===== config.mk =====
export PLATFORM = sky130hd
export DESIGN_NAME = expression_lexer_core
export DESIGN_NICKNAME = d
export VERILOG_FILES = /design/src/hw/rtl/exl_pkg.sv /design/src/hw/rtl/exl_front.sv /design/src/hw/rtl/exl_queue.sv /design/src/hw/rtl/exl_back.sv /design/src/hw/rtl/expression_lexer_core.sv
export SDC_FILE = /design/constraint.sdc
export NUM_CORES = 1
export LEC_CHECK = 0
export BUFFER_PORTS_ARGS = -buffer_cell sky130_fd_sc_hd__buf_4
export CAP_MARGIN = 25
export CORE_AREA = 2 2 123 125
export DETAILED_ROUTE_END_ITERATION = 8
export DIE_AREA = 0 0 125 127
export PLACE_DENSITY = 0.65
export SLEW_MARGIN = 25
export SYNTH_ARGS = -nofsm -noshare
export SYNTH_HDL_FRONTEND = slang
export SYNTH_HIERARCHICAL = 1
export SYNTH_SLANG_ARGS = --single-unit

===== constraint.sdc =====
create_clock -name i_clk -period 4 [get_ports i_clk]
set_input_delay 0.6 -clock i_clk [delete_from_list [all_inputs] [get_ports i_clk]]
set_output_delay 0.6 -clock i_clk [all_outputs]
set_load 0.1 [all_outputs]

===== src/hw/rtl/exl_pkg.sv =====
`timescale 1ns / 1ps
// ----------------------------------------------------------------------------
// exl_pkg: shared types and constants of the expression lexer
// Word formats for the input, queue and result sides, token kinds,
// character classes and error codes.
// ----------------------------------------------------------------------------
package exl_pkg;

    // Input word: one character or an end marker
    typedef struct packed {
        logic       action;
        logic [7:0] char_code;
    } t_in_word;

    // Result word
    typedef struct packed {
        logic [7:0] echo_char;
        logic [2:0] token_kind;
        logic       starts_token;
        logic       was_space;
        logic [3:0] error_code;
        logic       expr_done;
        logic [7:0] depth_now;
    } t_out_word;

    // Character classes found by the front end
    localparam logic [3:0] C_OTHER     = 4'd0;
    localparam logic [3:0] C_DIGIT     = 4'd1;
    localparam logic [3:0] C_DOT       = 4'd2;
    localparam logic [3:0] C_LETTER    = 4'd3;
    localparam logic [3:0] C_PLUSMINUS = 4'd4;
    localparam logic [3:0] C_MULDIV    = 4'd5;
    localparam logic [3:0] C_OPEN      = 4'd6;
    localparam logic [3:0] C_CLOSE     = 4'd7;
    localparam logic [3:0] C_SPACE     = 4'd8;

    // Classified word travelling from front end to back end
    typedef struct packed {
        logic       action;
        logic [3:0] char_class;
        logic [7:0] char_code;
    } t_cls_word;

    // Token kinds
    localparam logic [2:0] K_NONE  = 3'd0;
    localparam logic [2:0] K_NUM   = 3'd1;
    localparam logic [2:0] K_ID    = 3'd2;
    localparam logic [2:0] K_BIN   = 3'd3;
    localparam logic [2:0] K_UN    = 3'd4;
    localparam logic [2:0] K_OPEN  = 3'd5;
    localparam logic [2:0] K_CLOSE = 3'd6;

    // Error codes
    localparam logic [3:0] E_NONE            = 4'd0;
    localparam logic [3:0] E_BAD_START       = 4'd1;
    localparam logic [3:0] E_NO_OPEN         = 4'd2;
    localparam logic [3:0] E_BAD_NUMBER      = 4'd3;
    localparam logic [3:0] E_BAD_IDENT       = 4'd4;
    localparam logic [3:0] E_NO_OPERAND      = 4'd5;
    localparam logic [3:0] E_NO_UNARY_OPND   = 4'd6;
    localparam logic [3:0] E_BAD_AFTER_OPEN  = 4'd7;
    localparam logic [3:0] E_BAD_AFTER_CLOSE = 4'd8;
    localparam logic [3:0] E_NO_CLOSE        = 4'd9;
    localparam logic [3:0] E_TRAILING_OP     = 4'd10;
    localparam logic [3:0] E_INTERNAL        = 4'd11;

    // Queue between front end and back end
    localparam int QUEUE_AW    = 2;
    localparam int QUEUE_DEPTH = 1 << QUEUE_AW;

endpackage


===== src/hw/rtl/exl_front.sv =====
`timescale 1ns / 1ps
// ----------------------------------------------------------------------------
// exl_front: character classifier
// Accepts input words, sorts each character into a class and holds the
// classified word in a register until the queue takes it.
// ----------------------------------------------------------------------------
module exl_front (
    input  logic               i_clk,
    input  logic               i_rst_n,
    input  logic               i_push,
    output logic               o_full,
    input  exl_pkg::t_in_word  i_in_word,
    output logic               o_q_push,
    input  logic               i_q_full,
    output exl_pkg::t_cls_word o_q_word
);
    import exl_pkg::*;

    logic      r_valid;
    logic      n_valid;
    t_cls_word r_word;
    t_cls_word n_word;
    logic      accept;

    function automatic logic [3:0] classify(input logic [7:0] c);
        logic [3:0] cls;
        cls = C_OTHER;
        if (c >= "0" && c <= "9") begin
            cls = C_DIGIT;
        end else if ((c >= "a" && c <= "z") || (c >= "A" && c <= "Z") || c == "_") begin
            cls = C_LETTER;
        end else begin
            case (c)
                ".":     cls = C_DOT;
                "+":     cls = C_PLUSMINUS;
                "-":     cls = C_PLUSMINUS;
                "*":     cls = C_MULDIV;
                "/":     cls = C_MULDIV;
                "^":     cls = C_MULDIV;
                "(":     cls = C_OPEN;
                ")":     cls = C_CLOSE;
                " ":     cls = C_SPACE;
                default: cls = C_OTHER;
            endcase
        end
        return cls;
    endfunction

    assign o_q_push = r_valid && !i_q_full;
    assign o_full   = r_valid && i_q_full;
    assign accept   = i_push && !o_full;
    assign o_q_word = r_word;

    always_comb begin
        n_word            = r_word;
        n_valid           = r_valid;
        if (accept) begin
            n_word.action     = i_in_word.action;
            n_word.char_class = classify(i_in_word.char_code);
            n_word.char_code  = i_in_word.char_code;
            n_valid           = 1'b1;
        end else if (o_q_push) begin
            n_valid = 1'b0;
        end
    end

    always_ff @(posedge i_clk) begin
        if (!i_rst_n) begin
            r_valid <= 1'b0;
        end else begin
            r_valid <= n_valid;
        end
    end

    always_ff @(posedge i_clk) begin
        r_word <= n_word;
    end

endmodule


===== src/hw/rtl/exl_queue.sv =====
`timescale 1ns / 1ps
// ----------------------------------------------------------------------------
// exl_queue: classified-word queue
// Small first-in first-out store that decouples the classifier from the
// grammar engine.
// ----------------------------------------------------------------------------
module exl_queue (
    input  logic               i_clk,
    input  logic               i_rst_n,
    input  logic               i_push,
    input  exl_pkg::t_cls_word i_word,
    output logic               o_full,
    input  logic               i_pop,
    output logic               o_empty,
    output exl_pkg::t_cls_word o_word
);
    import exl_pkg::*;

    t_cls_word           r_mem [QUEUE_DEPTH];
    logic [QUEUE_AW:0]   r_wr_ptr;
    logic [QUEUE_AW:0]   r_rd_ptr;

    assign o_empty = (r_wr_ptr == r_rd_ptr);
    assign o_full  = (r_wr_ptr[QUEUE_AW] != r_rd_ptr[QUEUE_AW]) &&
                     (r_wr_ptr[QUEUE_AW-1:0] == r_rd_ptr[QUEUE_AW-1:0]);
    assign o_word  = r_mem[r_rd_ptr[QUEUE_AW-1:0]];

    always_ff @(posedge i_clk) begin
        if (!i_rst_n) begin
            r_wr_ptr <= '0;
            r_rd_ptr <= '0;
        end else begin
            if (i_push && !o_full) begin
                r_wr_ptr <= r_wr_ptr + 1'b1;
            end
            if (i_pop && !o_empty) begin
                r_rd_ptr <= r_rd_ptr + 1'b1;
            end
        end
    end

    always_ff @(posedge i_clk) begin
        if (i_push && !o_full) begin
            r_mem[r_wr_ptr[QUEUE_AW-1:0]] <= i_word;
        end
    end

endmodule


===== src/hw/rtl/exl_back.sv =====
`timescale 1ns / 1ps
// ----------------------------------------------------------------------------
// exl_back: grammar engine
// Applies the token grammar to classified words, keeps token kind, bracket
// depth and latched error, and holds each result in an output register.
// ----------------------------------------------------------------------------
module exl_back #(
    parameter int MAX_DEPTH = 255
) (
    input  logic               i_clk,
    input  logic               i_rst_n,
    input  logic               i_q_empty,
    input  exl_pkg::t_cls_word i_q_word,
    output logic               o_q_pop,
    output logic               o_empty,
    input  logic               i_pop,
    output exl_pkg::t_out_word o_out_word
);
    import exl_pkg::*;

    localparam logic [7:0] DEPTH_LIMIT = (MAX_DEPTH < 255) ? 8'(MAX_DEPTH) : 8'd255;

    logic [2:0] r_cur;
    logic [2:0] n_cur;
    logic [7:0] r_depth;
    logic [7:0] n_depth;
    logic [3:0] r_err;
    logic [3:0] n_err;
    logic       r_out_valid;
    t_out_word  r_out;
    t_out_word  n_out;
    logic       take;

    assign take       = !i_q_empty && (!r_out_valid || i_pop);
    assign o_q_pop    = take;
    assign o_empty    = !r_out_valid;
    assign o_out_word = r_out;

    always_comb begin
        logic [2:0] next;
        logic [3:0] fail;
        logic [3:0] cls;
        next    = K_NONE;
        fail    = E_NONE;
        cls     = i_q_word.char_class;
        n_cur   = r_cur;
        n_depth = r_depth;
        n_err   = r_err;

        n_out              = '0;
        n_out.echo_char    = i_q_word.char_code;

        if (i_q_word.action) begin
            // end marker: final checks, then back to reset state
            n_out.echo_char = 8'd0;
            n_out.expr_done = 1'b1;
            n_out.error_code = r_err;
            if (r_err == E_NONE && r_cur != K_NONE) begin
                if (r_depth != 8'd0) begin
                    n_out.error_code = E_NO_CLOSE;
                end
                if (r_cur == K_UN || r_cur == K_BIN) begin
                    n_out.error_code = E_TRAILING_OP;
                end
            end
            n_cur   = K_NONE;
            n_depth = 8'd0;
            n_err   = E_NONE;
        end else if (r_err != E_NONE) begin
            // drop characters until the end marker
            n_out.error_code = r_err;
        end else if (cls == C_SPACE && r_cur <= K_CLOSE) begin
            n_out.was_space  = 1'b1;
            n_out.token_kind = r_cur;
        end else begin
            case (r_cur)
                K_NONE, K_BIN, K_UN, K_OPEN: begin
                    // operand position
                    case (cls)
                        C_DIGIT:     next = K_NUM;
                        C_LETTER:    next = K_ID;
                        C_PLUSMINUS: next = K_UN;
                        C_OPEN: begin
                            if (r_depth >= DEPTH_LIMIT) begin
                                fail = E_INTERNAL;
                            end else begin
                                n_depth = r_depth + 8'd1;
                                next    = K_OPEN;
                            end
                        end
                        default:     next = K_NONE;
                    endcase
                    if (next == K_NONE && fail == E_NONE) begin
                        case (r_cur)
                            K_NONE:  fail = E_BAD_START;
                            K_BIN:   fail = E_NO_OPERAND;
                            K_UN:    fail = E_NO_UNARY_OPND;
                            default: fail = E_BAD_AFTER_OPEN;
                        endcase
                    end
                end
                K_NUM, K_ID, K_CLOSE: begin
                    if (r_cur == K_NUM && (cls == C_DIGIT || cls == C_DOT)) begin
                        n_out.token_kind = K_NUM;
                    end else if (r_cur == K_ID && (cls == C_LETTER || cls == C_DIGIT)) begin
                        n_out.token_kind = K_ID;
                    end else begin
                        // operator position
                        case (cls)
                            C_PLUSMINUS, C_MULDIV: next = K_BIN;
                            C_CLOSE: begin
                                if (r_depth == 8'd0) begin
                                    fail = E_NO_OPEN;
                                end else begin
                                    n_depth = r_depth - 8'd1;
                                    next    = K_CLOSE;
                                end
                            end
                            default: next = K_NONE;
                        endcase
                        if (next == K_NONE && fail == E_NONE) begin
                            case (r_cur)
                                K_NUM:   fail = E_BAD_NUMBER;
                                K_ID:    fail = E_BAD_IDENT;
                                default: fail = E_BAD_AFTER_CLOSE;
                            endcase
                        end
                    end
                end
                default: fail = E_INTERNAL;
            endcase

            if (fail != E_NONE) begin
                n_err            = fail;
                n_out.error_code = fail;
                n_out.token_kind = K_NONE;
            end else if (next != K_NONE) begin
                n_cur              = next;
                n_out.token_kind   = next;
                n_out.starts_token = 1'b1;
            end
        end
        n_out.depth_now = n_depth;
    end

    always_ff @(posedge i_clk) begin
        if (!i_rst_n) begin
            r_cur       <= K_NONE;
            r_depth     <= 8'd0;
            r_err       <= E_NONE;
            r_out_valid <= 1'b0;
        end else begin
            if (take) begin
                r_cur   <= n_cur;
                r_depth <= n_depth;
                r_err   <= n_err;
            end
            if (take) begin
                r_out_valid <= 1'b1;
            end else if (i_pop) begin
                r_out_valid <= 1'b0;
            end
        end
    end

    always_ff @(posedge i_clk) begin
        if (take) begin
            r_out <= n_out;
        end
    end

endmodule


===== src/hw/rtl/expression_lexer_core.sv =====
`timescale 1ns / 1ps
// ----------------------------------------------------------------------------
// expression_lexer_core: arithmetic expression tokenizer
// One character per word in, one classification result per word out.
// ----------------------------------------------------------------------------
// Usage:
//   Input queue: drive i_in_word and raise push; the word is taken on an edge
//   where full is low. action = 1 marks the end of an expression.
//   Result queue: while empty is low, o_out_word holds the oldest result;
//   raise pop to take it. Every input word yields exactly one result word.
//   Path: a taken word passes the classifier register, then the queue, then
//   the grammar engine output register, and then shows on o_out_word.
//   Throughput: one word per cycle, sustained while pop keeps up; the grammar
//   engine updates its token kind, depth and error state once per word.
//   Stall: when pop stays low, the output register holds its word, the
//   four-deep queue fills, then the classifier register, and full rises.
//   Reset (synchronous, active low): all queues empty, token kind start,
//   bracket depth zero, no error latched.
//   An opening bracket at depth min(MAX_DEPTH, 255) reports the internal
//   error code.
// ----------------------------------------------------------------------------
module expression_lexer_core #(
    parameter int MAX_DEPTH = 255
) (
    input  logic               i_clk,
    input  logic               i_rst_n,
    input  logic               push,
    output logic               full,
    input  exl_pkg::t_in_word  i_in_word,
    output logic               empty,
    input  logic               pop,
    output exl_pkg::t_out_word o_out_word
);
    import exl_pkg::*;

    logic      q_push;
    logic      q_full;
    logic      q_pop;
    logic      q_empty;
    t_cls_word q_in_word;
    t_cls_word q_out_word;

    // Classify each character and hold it for the queue
    exl_front u_front (
        .i_clk     (i_clk),
        .i_rst_n   (i_rst_n),
        .i_push    (push),
        .o_full    (full),
        .i_in_word (i_in_word),
        .o_q_push  (q_push),
        .i_q_full  (q_full),
        .o_q_word  (q_in_word)
    );

    // Decouple classifier and grammar engine
    exl_queue u_queue (
        .i_clk   (i_clk),
        .i_rst_n (i_rst_n),
        .i_push  (q_push),
        .i_word  (q_in_word),
        .o_full  (q_full),
        .i_pop   (q_pop),
        .o_empty (q_empty),
        .o_word  (q_out_word)
    );

    // Advance the grammar state and register each result
    exl_back #(
        .MAX_DEPTH (MAX_DEPTH)
    ) u_back (
        .i_clk      (i_clk),
        .i_rst_n    (i_rst_n),
        .i_q_empty  (q_empty),
        .i_q_word   (q_out_word),
        .o_q_pop    (q_pop),
        .o_empty    (empty),
        .i_pop      (pop),
        .o_out_word (o_out_word)
    );

    // Result queue is empty the cycle after reset
    a_reset_empty: assert property (@(posedge i_clk) !i_rst_n |=> empty)
        else $error("result present after reset");

    // End results carry no character and leave depth at zero
    a_done_clean: assert property (@(posedge i_clk) disable iff (!i_rst_n)
        (!empty && o_out_word.expr_done) |->
            (o_out_word.depth_now == 8'd0 && o_out_word.echo_char == 8'd0 &&
             !o_out_word.starts_token && !o_out_word.was_space))
        else $error("end result not clean");

    // A new token always names a kind and never reports an error
    a_start_kind: assert property (@(posedge i_clk) disable iff (!i_rst_n)
        (!empty && o_out_word.starts_token) |->
            (o_out_word.token_kind != K_NONE && o_out_word.error_code == E_NONE))
        else $error("token start without kind");

    // A skipped space carries no error and starts nothing
    a_space_ok: assert property (@(posedge i_clk) disable iff (!i_rst_n)
        (!empty && o_out_word.was_space) |->
            (o_out_word.error_code == E_NONE && !o_out_word.starts_token))
        else $error("space result with error or start");

endmodule

==> Word-level counts from Yosys, hierarchy flattened <==
Memory sizes are Yosys's and may differ from the RTL's. A register that Yosys moved wholly into a read port is not among the register bits.
Index checks and enable logic that the tools add are counted.
{ "classes": {"n_addsub": 4, "n_lt_le_gt_ge": 8, "n_eq_ne": 30, "muxes": 88, "reduce_logical": 52} }
{ "op_table": {"columns": ["cell", "count"], "rows": [
  ["4-bit 2-to-1 mux", 32],
  ["3-bit 2-to-1 mux", 26],
  ["8-bit 2-to-1 mux", 9],
  ["8-bit by 6-bit equality test with 1-bit output, second input constant", 8],
  ["4-bit case mux with 6 select lines", 1],
  ["4-bit by 3-bit equality test with 1-bit output, second input constant", 4],
  ["8-bit by 7-bit equality test with 1-bit output, second input constant", 2],
  ["8-bit by 7-bit >= comparator with 1-bit output, second input constant", 2],
  ["8-bit by 7-bit <= comparator with 1-bit output, second input constant", 2],
  ["1-bit logical AND", 16],
  ["4-bit case mux with 2 select lines", 2],
  ["8-bit case mux with 2 select lines", 1],
  ["4-bit logical NOT", 3],
  ["3-bit case mux with 2 select lines", 2],
  ["3-bit case mux with 4 select lines", 1],
  ["2-bit 2-to-1 mux", 5],
  ["3-bit equality test, second input constant", 3],
  ["3-bit logical NOT", 3],
  ["3-bit case mux with 3 select lines", 1],
  ["8-bit by 1-bit adder with 8-bit output, second input constant", 1],
  ["4-bit by 2-bit equality test with 1-bit output, second input constant", 2],
  ["8-bit by 6-bit >= comparator with 1-bit output, second input constant", 1],
  ["8-bit >= comparator, second input constant", 1],
  ["8-bit by 6-bit <= comparator with 1-bit output, second input constant", 1],
  ["24 further kinds", 53]
]} }
{ "word_totals": {"ff_bits": 62, "ramBits": 52, "word_cells": 201, "mem_count": 1} }
{ "mem_list": {"columns": ["memory", "depth", "word_bits", "rd", "rd_clocked_by_memory_dff", "wr", "line", "text"], "rows": [
  ["u_queue.r_mem", 4, 13, 1, 1, 1, "exl_queue.sv:19", "t_cls_word r_mem [QUEUE_DEPTH];"]
]} }

==> Logic depth before layout (Yosys ltp) <==
Gate-level depths: netlist (run 1).
{ "depth": {"depth_word": 23, "depth_mapped": 10, "ltp_nobuf": 8} }

==> Hierarchy <==
The synthesis (run 1) kept the hierarchy.
{ "by_module_without_submodules": {"columns": ["mod", "instances", "cells_each", "area_per_inst_um2"], "rows": [
  ["exl_back", 1, 308, 2677.6],
  ["exl_queue", 1, 135, 2439.8],
  ["exl_front", 1, 42, 603.1]
]} }

==> Least setup slack after synthesis (run 1) <==
No wires, ideal clock.
{ "synth_path": {"path_type": "reg-to-reg", "from": "register u_queue.r_wr_ptr[0]", "to": "register u_back.r_cur[1]", "t_arrival_ns": 2.778, "setup_slack_ns": 1.077, "path_stages_with_launch": 10, "n_path_buf": 1, "path_cell_list": "dfxtp_1 > xor2_1 > nor3_1 > nand2b_1 > clkbuf_1 > inv_1 > o21ai_1 > and2_1 > a22oi_1 > o31ai_1"} }
{ "synth_via": {"elab_chain_cells": 4} }
{ "synth_rtl": {"columns": ["element", "line", "text"], "rows": [
  ["start: declaration", "exl_queue.sv:20", "logic [QUEUE_AW:0] r_wr_ptr;"],
  ["start signal: assignment", "exl_queue.sv:34", "r_wr_ptr <= r_wr_ptr + 1'b1;"],
  ["3-bit equality test", "exl_queue.sv:23", "assign o_empty = (r_wr_ptr == r_rd_ptr);"],
  ["via q_empty", "expression_lexer_core.sv:39", "logic q_empty;"],
  ["1-bit logical NOT", "exl_back.sv:34", "assign take = !i_q_empty && (!r_out_valid || i_pop);"],
  ["1-bit logical AND", "exl_back.sv:34", null],
  ["via q_pop", "expression_lexer_core.sv:38", "logic q_pop;"],
  ["5-bit AND reduction (no source line)", null, null],
  ["end signal: assignment", "exl_back.sv:154", "r_cur <= n_cur;"],
  ["end: declaration", "exl_back.sv:23", "logic [2:0] r_cur;"]
]} }
The timed path passes the listed nets, and every way through them passes these cells.
A chain may end at the register's enable or synchronous reset.

==> summary.md, run 1 <==
| Metric | Value |
|---|---|
| Status | `completed` |
| Finished Cell Area | `0.00675 sq mm` |
| Post-synth ARST share | `0` |
| Mapped cell area | `0.00572 sq mm` |
| Reg clk slew, reported paths | `60 ps` |
| Setup TNS | `0 ps` |
| Most frequent cells in the layout | `edfxtp_1 (91), buf_4 (47), nand2_1 (32)` |
| Routed vias | `4169` |
| DP Area | `0.00619 sq mm` |
| Fill cell count | `1327` |
| Register area | `0.00323 sq mm` |
| Cts bufs inserted | `17` |
| Fin. Hold Viols | `0` |
| Vias/cell | `5.77` |
| Die X | `125 microns` |
| Class of the tightest hold or removal check | `in -> reg` |
| Final setup violation count | `0` |
| Gpl congestion | `0.971` |
| CTS max path bufs | `2` |
| Worst setup SP type | `register` |
| CP Data Arrival Time | `3700 ps` |
| DR pass1 iterations | `5` |
| CTS sink cnt | `116` |
| Initial antenna violation count | `0` |
| Net count after synthesis | `505` |
| DRC viols | `0` |
| Sw Ratio | `0.416` |
| Internal Pwr Total | `2.92 mW` |
| TritonCTS clock tree | `done` |
| Root buffer cell | `clkbuf_16` |
| Overall power | `5.00 mW` |
| Worst Max-Slew Pin Slew | `790 ps` |
| Cell breakdown of the critical path | `mux4_2 -> nor4b_1 -> a21oi_1 -> o21ai_1 -> and2_1 -> a22oi_1 -> o31ai_1` |
| Final min period | `3370 ps` |
| Leak Pwr | `2.37 nW` |
| CP required | `4330 ps` |
| Setup Crit Path Kind | `reg -> reg` |
| CP max FO | `15` |
| Yosys warnings | `6` |
| Post-synth EDFFs | `91` |
| Yosys reg bits | `116` |
| Slew margin rel. | `0.466` |
| Final ANT Viol Nets | `0` |
| Sequential share of the synthesized area | `0.565` |
| Vias in the first global route | `4028` |
| Share of cells above drive strength 1 | `0.182` |
| Max incr delay on CP | `750 ps` |
| Post-cts sizing count | `0` |
| Max Slew Vio Count | `0` |
| Cell Rows | `44` |
| Clk_lat worst skew | `410 ps` |
| Max Cap Viol | `0` |
| Post-synth cell types | `73` |
| Area Overhead vs Synth | `18.1%` |
| Slowest stage cell on the critical path | `nor4b_1` |
| DR iter-0 viols | `483` |
| RSZ-0062 raised after global routing | `false` |
| Avg Cell Area, Syn | `11.8 sq um` |
| Initial Util | `0.397` |
| Hold buffer count at CTS | `0` |
| Clock power share | `0.289` |
| Area of the multi-input gates | `0.00231 sq mm` |
| Post-CTS setup repair buffer count | `0` |
| Logic pwr share | `0.384` |
| Post-DP HPWL | `8490 microns` |
| Final period utilization | `0.843` |
| Chip height | `127 microns` |
| Post-Route WL | `12700 microns` |
| Core area | `0.0144 sq mm` |
| Most common cell after layout, fill and taps aside | `edfxtp_1` |
| Top_reg_cell synth | `edfxtp_1` |
| Clock skew | `6.57 ps` |
| Port bufs | `40` |
| First-pass GRT wire length | `20800 microns` |
| P_sw | `2.08 mW` |
| Ant. Diodes | `0` |
| Cells after Synth | `485` |
| Largest net degree at the start of global routing | `32` |
| Worst Setup End Kind | `register` |
| Total congestion overflow | `0` |
| PD cells | `741 mW/mm^2` |
| WHS | `370 ps` |
| Max Fclk | `297 MHz` |
| Register share of total power | `0.327` |
| IO Pins | `41` |
| Post-DR wirelength/cell | `17.6 microns` |
| Die area | `0.0159 sq mm` |
| IR Drop Worst-Case VDD | `326 uV` |
| CTS H-Tree Depth | `4` |
| Gr usage total | `0.167` |
| Nets | `546` |
power groups by stage:
stage               Sequential (mW)  Clock, mW  Combinational, mW
finish                         1.63       1.45               1.92
global route                   1.66       1.55               2.03
CTS                            1.64       1.48               1.92
detailed placement             1.66          0               1.92
global placement               1.66          0               1.90
floorplan                      2.38          0              0.760
synth_stat cells (3+ instances only):
library cell | instances | area, sq um
a211o_1 | 5 | 43.8
a211oi_1 | 4 | 30.0
a21boi_0 | 3 | 22.5
a21oi_1 | 26 | 130
a221o_1 | 3 | 30.0
a22o_1 | 5 | 43.8
a22oi_1 | 4 | 30.0
a31oi_1 | 4 | 25.0
a41oi_1 | 3 | 26.3
and2_1 | 10 | 62.6
and3_1 | 6 | 37.5
clkbuf_1 | 18 | 67.6
dfxtp_1 | 25 | 500
edfxtp_1 | 91 | 2730
ha_1 | 7 | 87.6
inv_1 | 17 | 63.8
mux4_2 | 13 | 293
nand2_1 | 32 | 120
nand2b_1 | 14 | 87.6
nand3_1 | 18 | 90.1
nand3b_1 | 7 | 52.6
nand4_1 | 4 | 25.0
nor2_1 | 25 | 93.8
nor2b_1 | 13 | 81.3
nor3_1 | 14 | 70.1
nor4_1 | 4 | 25.0
o211ai_1 | 5 | 37.5
o21ai_0 | 23 | 115
o31ai_1 | 7 | 52.6
or3_1 | 5 | 31.3
or4_1 | 3 | 22.5
xnor2_1 | 10 | 87.6
xor2_1 | 5 | 43.8
kinds of logic (layout without fill, tap and decap cells):
| logic type | Yosys count | after routing | synth area share |
|---|---|---|---|
| xor gates and xnor gates | 15 | 15 | 0.0230 |
| buffers and inverters | 42 | 96 | 0.0317 |
| muxes | 15 | 15 | 0.0547 |
| DFF | 116 | 116 | 0.565 |
| AOI/OAI and AO/OA | 121 | 121 | 0.147 |
| adders and majority gates | 7 | 7 | 0.0153 |
| and+or+nand+nor | 169 | 169 | 0.163 |
cell type report:
type	instances	area share
Sequential cell	116	0.479
Multi-Input combinational cell	327	0.341
Clock buffer	19	0.0641
Timing Repair Buffer	47	0.0522
Tap cell	184	0.0341
Clock inverter	13	0.0200
Inverter	17	0.00945
metrics by stage:
step,utilization,setup slack [ps],cells
6_report,0.468,630,723
5_1_grt,0.468,263,723
4_1_cts,0.468,648,723
3_5_place_dp,0.429,667,691
3_3_place_gp,0.429,709,691
2_1_floorplan,-,1080,485
flip-flops by register name, indices dropped and copies added, names as in the netlist, named ones only:
| signal | flops |
|---|---|
| u_back/o_out_word | 26 |
| u_back/r_cur | 3 |
| u_back/r_depth | 8 |
| u_back/r_err | 4 |
| u_back/r_out_valid | 1 |
| u_front/o_q_word | 13 |
| u_front/r_valid | 1 |
| u_queue/r_mem | 52 |
| u_queue/r_rd_ptr | 3 |
| u_queue/r_wr_ptr | 3 |
layer usage:
layer / GRT usage / wire, microns
met1: 0.202 / 5360
met2: 0.267 / 6220
met3: 0.0561 / 780
met4: 0.0850 / 352
met5: 0 / 0
critical path, delay by kind of cell (launching register included):
family	cells	cell delay (ps)
muxes	1	730
DFF	1	670
and+or+nand+nor	2	1000
AOI/OAI and AO/OA	4	890
worst paths after layout:
check        depth (start not counted)                         start                        endpoint  slack (ps)
min reg2reg                          2  u_back/r_err[2]$_SDFFE_PN0P_    u_back/r_err[2]$_SDFFE_PN0P_         490
max                                  7                      register    u_back/r_cur[1]$_SDFFE_PN0P_         630
max reg2reg                          7                      register    u_back/r_cur[1]$_SDFFE_PN0P_         630
min                                  1                  i_in_word[8]  u_front/o_q_word[12]$_DFFE_PP_         370
No activity file was read; power rests on OpenSTA's default activity.
==> run 2: changes to the inputs <==
Settings changed: PLACE_DENSITY 0.65 to 0.67.
Clock period 4 ns to 2.75 ns, I/O delays scaled along.
==> run 2 against run 1 <==
  * Sequential power grew 44%
  * Core utilization increased by 3.8 points
  * First-iteration DRC count down 13%
  * Wire length is 10% higher
  * Power rose by 57%
  * Worst setup slack lost 530 ps
  * Largest power group unchanged
  * Non-clock buffer count is 52 higher
  * Cell area increased by 8.1%
  * Global-route usage rose by 1.5 points
  * Final cell count grew 7.2%
  * Via count grew 4.9%
  * Critical endpoint is now u_back/o_out_word[9]$_DFFE_PP_
  * Hold slack lost 190 ps
==> summary.md, run 2 (synthesis results as in run 1) <==
| Metric | Value |
|---|---|
| Status | `completed` |
| Final ANT Viol Nets | `0` |
| R2R Path End | `u_back/o_out_word[9]$_DFFE_PP_` |
| Max Cap Viol | `0` |
| Cts bufs inserted | `17` |
| Largest register FFs | `52` |
| Max Fclk | `377 MHz` |
| Post-DP HPWL | `9820 microns` |
| Root buffer cell | `clkbuf_16` |
| Initial antenna violation count | `0` |
| Vias in the first global route | `4315` |
| Fill cell count | `1279` |
| CP max FO | `8` |
| Flop2flop setup slack | `100 ps` |
| Ant. Diodes | `0` |
| Nets | `598` |
| Fin. Hold Viols | `0` |
| Post-Route WL | `14000 microns` |
| Gr usage total | `0.182` |
| DR pass1 iterations | `5` |
| Gpl congestion | `0.927` |
| Setup Crit Path Kind | `reg -> reg` |
| Critical Path Most Common Cell | `buf_4` |
| First-pass GRT wire length | `22600 microns` |
| Worst setup SP type | `register` |
| WHS | `180 ps` |
| Total congestion overflow | `0` |
| PD cells | `1080 mW/mm^2` |
| Worst Max-Slew Pin Slew | `986 ps` |
| TritonCTS clock tree | `done` |
| Most common cell after layout, fill and taps aside | `buf_4` |
| Dpl ws | `-125 ps` |
| Post-DR wirelength/cell | `18.1 microns` |
| CP Data Arrival Time | `2810 ps` |
| Leak Pwr | `2.67 nW` |
| Final setup violation count | `0` |
| DRC viols | `0` |
| CTS max path bufs | `2` |
| Die X | `125 microns` |
| CTS H-Tree Depth | `4` |
| Most frequent cells in the layout | `buf_4 (96), edfxtp_1 (91), nand2_1 (32)` |
| Routed vias | `4373` |
| Critical Path Stages | `9` |
| Buffers and inverters on the worst path | `2` |
| Slew margin rel. | `0.334` |
| Max incr delay on CP | `610 ps` |
| CP delay by family, top | `compound AO/OA/AOI/OAI gates` |
| Clock skew | `5.81 ps` |
| Cell Rows | `44` |
| Reg clk slew, reported paths | `50 ps` |
| Class of the tightest hold or removal check | `in -> reg` |
| Core area | `0.0144 sq mm` |
| Hold buffer count at CTS | `0` |
| Final period utilization | `0.963` |
| Largest net degree at the start of global routing | `34` |
| CTS sink cnt | `116` |
| Final Non-Filler Cells | `775` |
| Vias/cell | `5.64` |
| Cell Count Post-Placement | `735` |
| Slowest stage cell on the critical path | `mux4_2` |
| Cell breakdown of the critical path | `buf_4 -> mux4_2 -> buf_4 -> xnor2_4 -> nor2_1 -> nand2_1 -> o221ai_2 -> a21boi_0 -> a311o_1` |
| Worst setup margin | `101 ps` |
| Final min period | `2650 ps` |
| Max Slew Vio Count | `0` |
| Share of cells above drive strength 1 | `0.269` |
| Die area | `0.0159 sq mm` |
| DR iter-0 viols | `418` |
| CP required | `2910 ps` |
| RSZ-0062 raised after global routing | `true` |
| Reg2reg path depth | `9` |
| Setup TNS | `0 ps` |
| IO Pins | `41` |
| Clk_lat worst skew | `410 ps` |
| Area Overhead vs Synth | `27.6%` |
| Chip height | `127 microns` |
| Critical Path Sink | `u_back/o_out_word[9]$_DFFE_PP_` |
| Port bufs | `40` |
| Worst Setup End Kind | `register` |
| IR Drop Worst-Case VDD | `501 uV` |
| Initial Util | `0.397` |
-- run 2: changes by cell type in the layout (fill, tap and decap cells not counted), moves of 2 or more --
cell        previous run  this run
o21ai_1                1         3
clkinvlp_4             2         4
clkinv_1               0         2
buf_6                  0         2
clkinv_2               5         1
clkinv_4               3         1
bufinv_16              2         4
o21ai_0               23        21
buf_4                 47        96
-- run 2: power breakdown --
group | internal, mW | switching (mW)
Sequential | 2.22 | 0.125
Clock | 1.51 | 0.788
Combinational | 0.961 | 2.26
-- run 2: final cells by class --
| type | instances | area [sq um] | share of cell area |
|---|---|---|---|
| flip-flops and latches | 116 | 3240 | 0.443 |
| multi-input cells | 327 | 2390 | 0.327 |
| repair buffers | 99 | 763 | 0.105 |
| clock buffers | 19 | 433 | 0.0593 |
| well taps | 184 | 230 | 0.0315 |
| clock inverters | 13 | 181 | 0.0249 |
| inverters | 17 | 67.6 | 0.00926 |
-- run 2: through the flow --
step | area [sq um] | total power, mW | utilization
floorplan | 5730 | 4.59 | -
global placement | 6540 | 5.42 | 0.453
detailed placement | 6540 | 5.45 | 0.453
CTS | 7200 | 7.82 | 0.499
global route | 7300 | 8.20 | 0.506
finish | 7300 | 7.87 | 0.506
-- run 2: repair_timing --
action                     CTS  global route
cloned                       0             0
setup endpoints to repair    8            14
buffers inserted             3             5
resized for setup            5            13
pin swaps                    0             5
-- run 2: worst reg2reg max path, delay by kind of cell, from the launching register on --
family                    cells  cell delay (ps)
muxes                         1              610
xor gates and xnor gates      1              130
and+or+nand+nor               2              260
DFF                           1              370
AOI/OAI and AO/OA             3              690
buffers and inverters         2              330
-- run 2: worst min-delay path by stage --
| stage | from | endpoint | slack (ps) | cells past startpoint |
|---|---|---|---|---|
| after global placement | u_front/o_q_word[3]$_DFFE_PP_ | u_queue/r_mem[2][3]$_DFFE_PP_ | 470 | 0 |
| after detailed placement | u_back/r_err[3]$_SDFFE_PN0P_ | u_back/r_err[3]$_SDFFE_PN0P_ | 470 | 2 |
| final | i_in_word[8] | u_front/o_q_word[12]$_DFFE_PP_ | 180 | 1 |
| after global routing | i_in_word[8] | u_front/o_q_word[12]$_DFFE_PP_ | 170 | 1 |
| after floorplan | u_back/r_err[3]$_SDFFE_PN0P_ | u_back/r_err[3]$_SDFFE_PN0P_ | 450 | 2 |
| after CTS | i_in_word[8] | u_front/o_q_word[12]$_DFFE_PP_ | 170 | 1 |
-- run 2: layer usage --
layer,wire (microns),part of all wire,vias to the layer above,track usage
met4,376,0.027,0,0.0869
met1,5810,0.41,2124,0.222
met3,814,0.058,31,0.0427
met2,7020,0.50,155,0.307
met5,0,0,-,0
li1,-,-,2063,-
==> run 3: changes to the inputs <==
Settings changed: PLACE_DENSITY 0.67 to 0.62.
Clock period 2.75 ns to 2.6 ns, I/O delays scaled along.
==> run 3 against run 2 <==
  * First-iteration DRC count shrank 12%
  * Count of clock-buffer cells in the layout down 1
  * Worst setup slack lost 25 ps
  * Flip-flop and latch count unchanged
  * Sequential power increased by 5%
  * Non-clock buffer count is 7 higher
  * Critical path depth fell by 1
  * Cell area increased by 0.69%
  * Clock power shrank 3%
  * Largest power group unchanged
==> summary.md, run 3 (synthesis results as in run 1) <==
| Metric | Value |
|---|---|
| Initial antenna violation count | `0` |
| Vias in the first global route | `4182` |
| CTS max path bufs | `2` |
| Clk_lat worst skew | `420 ps` |
| Buffers and inverters on the worst path | `1` |
| Final setup violation count | `0` |
| Die X | `125 microns` |
| CTS sink cnt | `116` |
| DR pass1 iterations | `6` |
| Most frequent cells in the layout | `buf_4 (101), edfxtp_1 (91), nand2_1 (32)` |
| Overall power | `8.20 mW` |
| WHS | `148 ps` |
| Core area | `0.0144 sq mm` |
| Fill cell count | `1254` |
| DR iter-0 viols | `368` |
| Finished Cell Area | `0.00735 sq mm` |
| Status | `completed` |
| Worst setup SP type | `register` |
| Ant. Diodes | `0` |
| Initial Util | `0.397` |
| Total congestion overflow | `0` |
| Chip height | `127 microns` |
| Worst Setup End Kind | `register` |
| PD cells | `1120 mW/mm^2` |
| Final period utilization | `0.971` |
| CP max FO | `7` |
| Final min period | `2520 ps` |
| TritonCTS clock tree | `done` |
| Logic pwr share | `0.428` |
| Max Slew Vio Count | `0` |
| IR Drop Worst-Case VDD | `518 uV` |
| Cts bufs inserted | `17` |
| Fin. Hold Viols | `0` |
| Cell Rows | `44` |
| Nets | `605` |
| Final core utilization | `0.510` |
| Register share of total power | `0.301` |
| Worst Max-Slew Pin Slew | `570 ps` |
| Setup Crit Path Kind | `reg -> reg` |
| Largest net degree at the start of global routing | `19` |
| Max Fclk | `396 MHz` |
| Gr usage total | `0.175` |
| DRC viols | `0` |
| Class of the tightest hold or removal check | `in -> reg` |
| CTS H-Tree Depth | `4` |
| Routed vias | `4322` |
| CP required | `2760 ps` |
| First-pass GRT wire length | `21500 microns` |
| Hold buffer count at CTS | `0` |
| Clock power share | `0.271` |
| Max incr delay on CP | `580 ps` |
| Most common cell after layout, fill and taps aside | `buf_4` |
| Reg clk slew, reported paths | `60 ps` |
| Post-DP HPWL | `9730 microns` |
| Vias/cell | `5.53` |
| Post-DR wirelength/cell | `17.6 microns` |
| Leak Pwr | `2.70 nW` |
| Internal Pwr Total | `4.83 mW` |
| Largest register FFs | `52` |
| CP Data Arrival Time | `2690 ps` |
| Slew margin rel. | `0.617` |
| Final ANT Viol Nets | `0` |
| Slowest stage cell on the critical path | `mux4_2` |
| Cell breakdown of the critical path | `mux4_2 -> or4bb_4 -> a21oi_2 -> buf_4 -> nand2_1 -> xnor2_1 -> a21oi_1 -> o32ai_1` |
| Setup TNS | `0 ps` |
| IO Pins | `41` |
| DP Area | `0.00667 sq mm` |
| Area Overhead vs Synth | `28.5%` |
| P_sw | `3.37 mW` |
| Gpl congestion | `0.945` |
| RSZ-0062 raised after global routing | `true` |
| Root buffer cell | `clkbuf_16` |
| Sw Ratio | `0.411` |
| Share of cells above drive strength 1 | `0.291` |
| Max Cap Viol | `0` |
| Die area | `0.0159 sq mm` |
| Port bufs | `40` |
| Post-Route WL | `13700 microns` |
| Clock skew | `17.4 ps` |
| CP delay by family, top | `simple AND/OR/NAND/NOR gates` |
run 3: worst paths after layout:
check / startpoint / endpoint / slack [ps] / cells past startpoint
max reg2reg: register / u_back/o_out_word[2]$_DFFE_PP_ / 80 / 8
min: i_in_word[8] / u_front/o_q_word[12]$_DFFE_PP_ / 150 / 1
min reg2reg: u_back/r_err[3]$_SDFFE_PN0P_ / u_back/r_err[3]$_SDFFE_PN0P_ / 490 / 2
max: register / u_back/o_out_word[2]$_DFFE_PP_ / 80 / 8
run 3: per-stage QoR:
step | std cells | setup slack (ps)
floorplan | 485 | 8.13
global placement | 748 | 35.9
detailed placement | 748 | 28.7
CTS | 779 | 5.05
global route | 781 | -22.4
finish | 781 | 75.5
run 3: timing repair:
item	in CTS	in global routing
endpoints found under the setup margin	0	17
resized for setup	0	26
setup buffers	0	2
run 3: worst reg2reg max path, cell delays in order, from the launching register on:
cell	delay [ps]
dfxtp_4	370
mux4_2	580
or4bb_4	580
a21oi_2	140
buf_4	140
nand2_1	60
xnor2_1	120
a21oi_1	180
o32ai_1	100
run 3: layout make-up:
class / instances / area (sq um) / area share
Multi-Input combinational cell: 327 / 2410 / 0.328
Timing Repair Buffer: 106 / 841 / 0.114
Clock buffer: 18 / 429 / 0.0584
Sequential cell: 116 / 3240 / 0.440
Inverter: 17 / 67.6 / 0.00919
Clock inverter: 13 / 135 / 0.0184
Tap cell: 184 / 230 / 0.0313
run 3: power groups by stage:
| stage | Sequential [mW] | Combinational, mW | Clock [mW] |
|---|---|---|---|
| detailed placement | 2.51 | 3.39 | 0 |
| global placement | 2.50 | 3.38 | 0 |
| finish | 2.47 | 3.51 | 2.22 |
| CTS | 2.48 | 3.40 | 2.27 |
| global route | 2.50 | 3.69 | 2.36 |
| floorplan | 3.67 | 1.20 | 0 |
run 3: layer usage:
| metal | track usage | part of all wire | vias up | wire length [microns] |
|---|---|---|---|---|
| met5 | 0 | 0 | - | 0 |
| met1 | 0.211 | 0.43 | 2071 | 5900 |
| met2 | 0.301 | 0.50 | 144 | 6870 |
| met4 | 0.0725 | 0.020 | 0 | 269 |
| li1 | - | - | 2078 | - |
| met3 | 0.0461 | 0.049 | 29 | 675 |
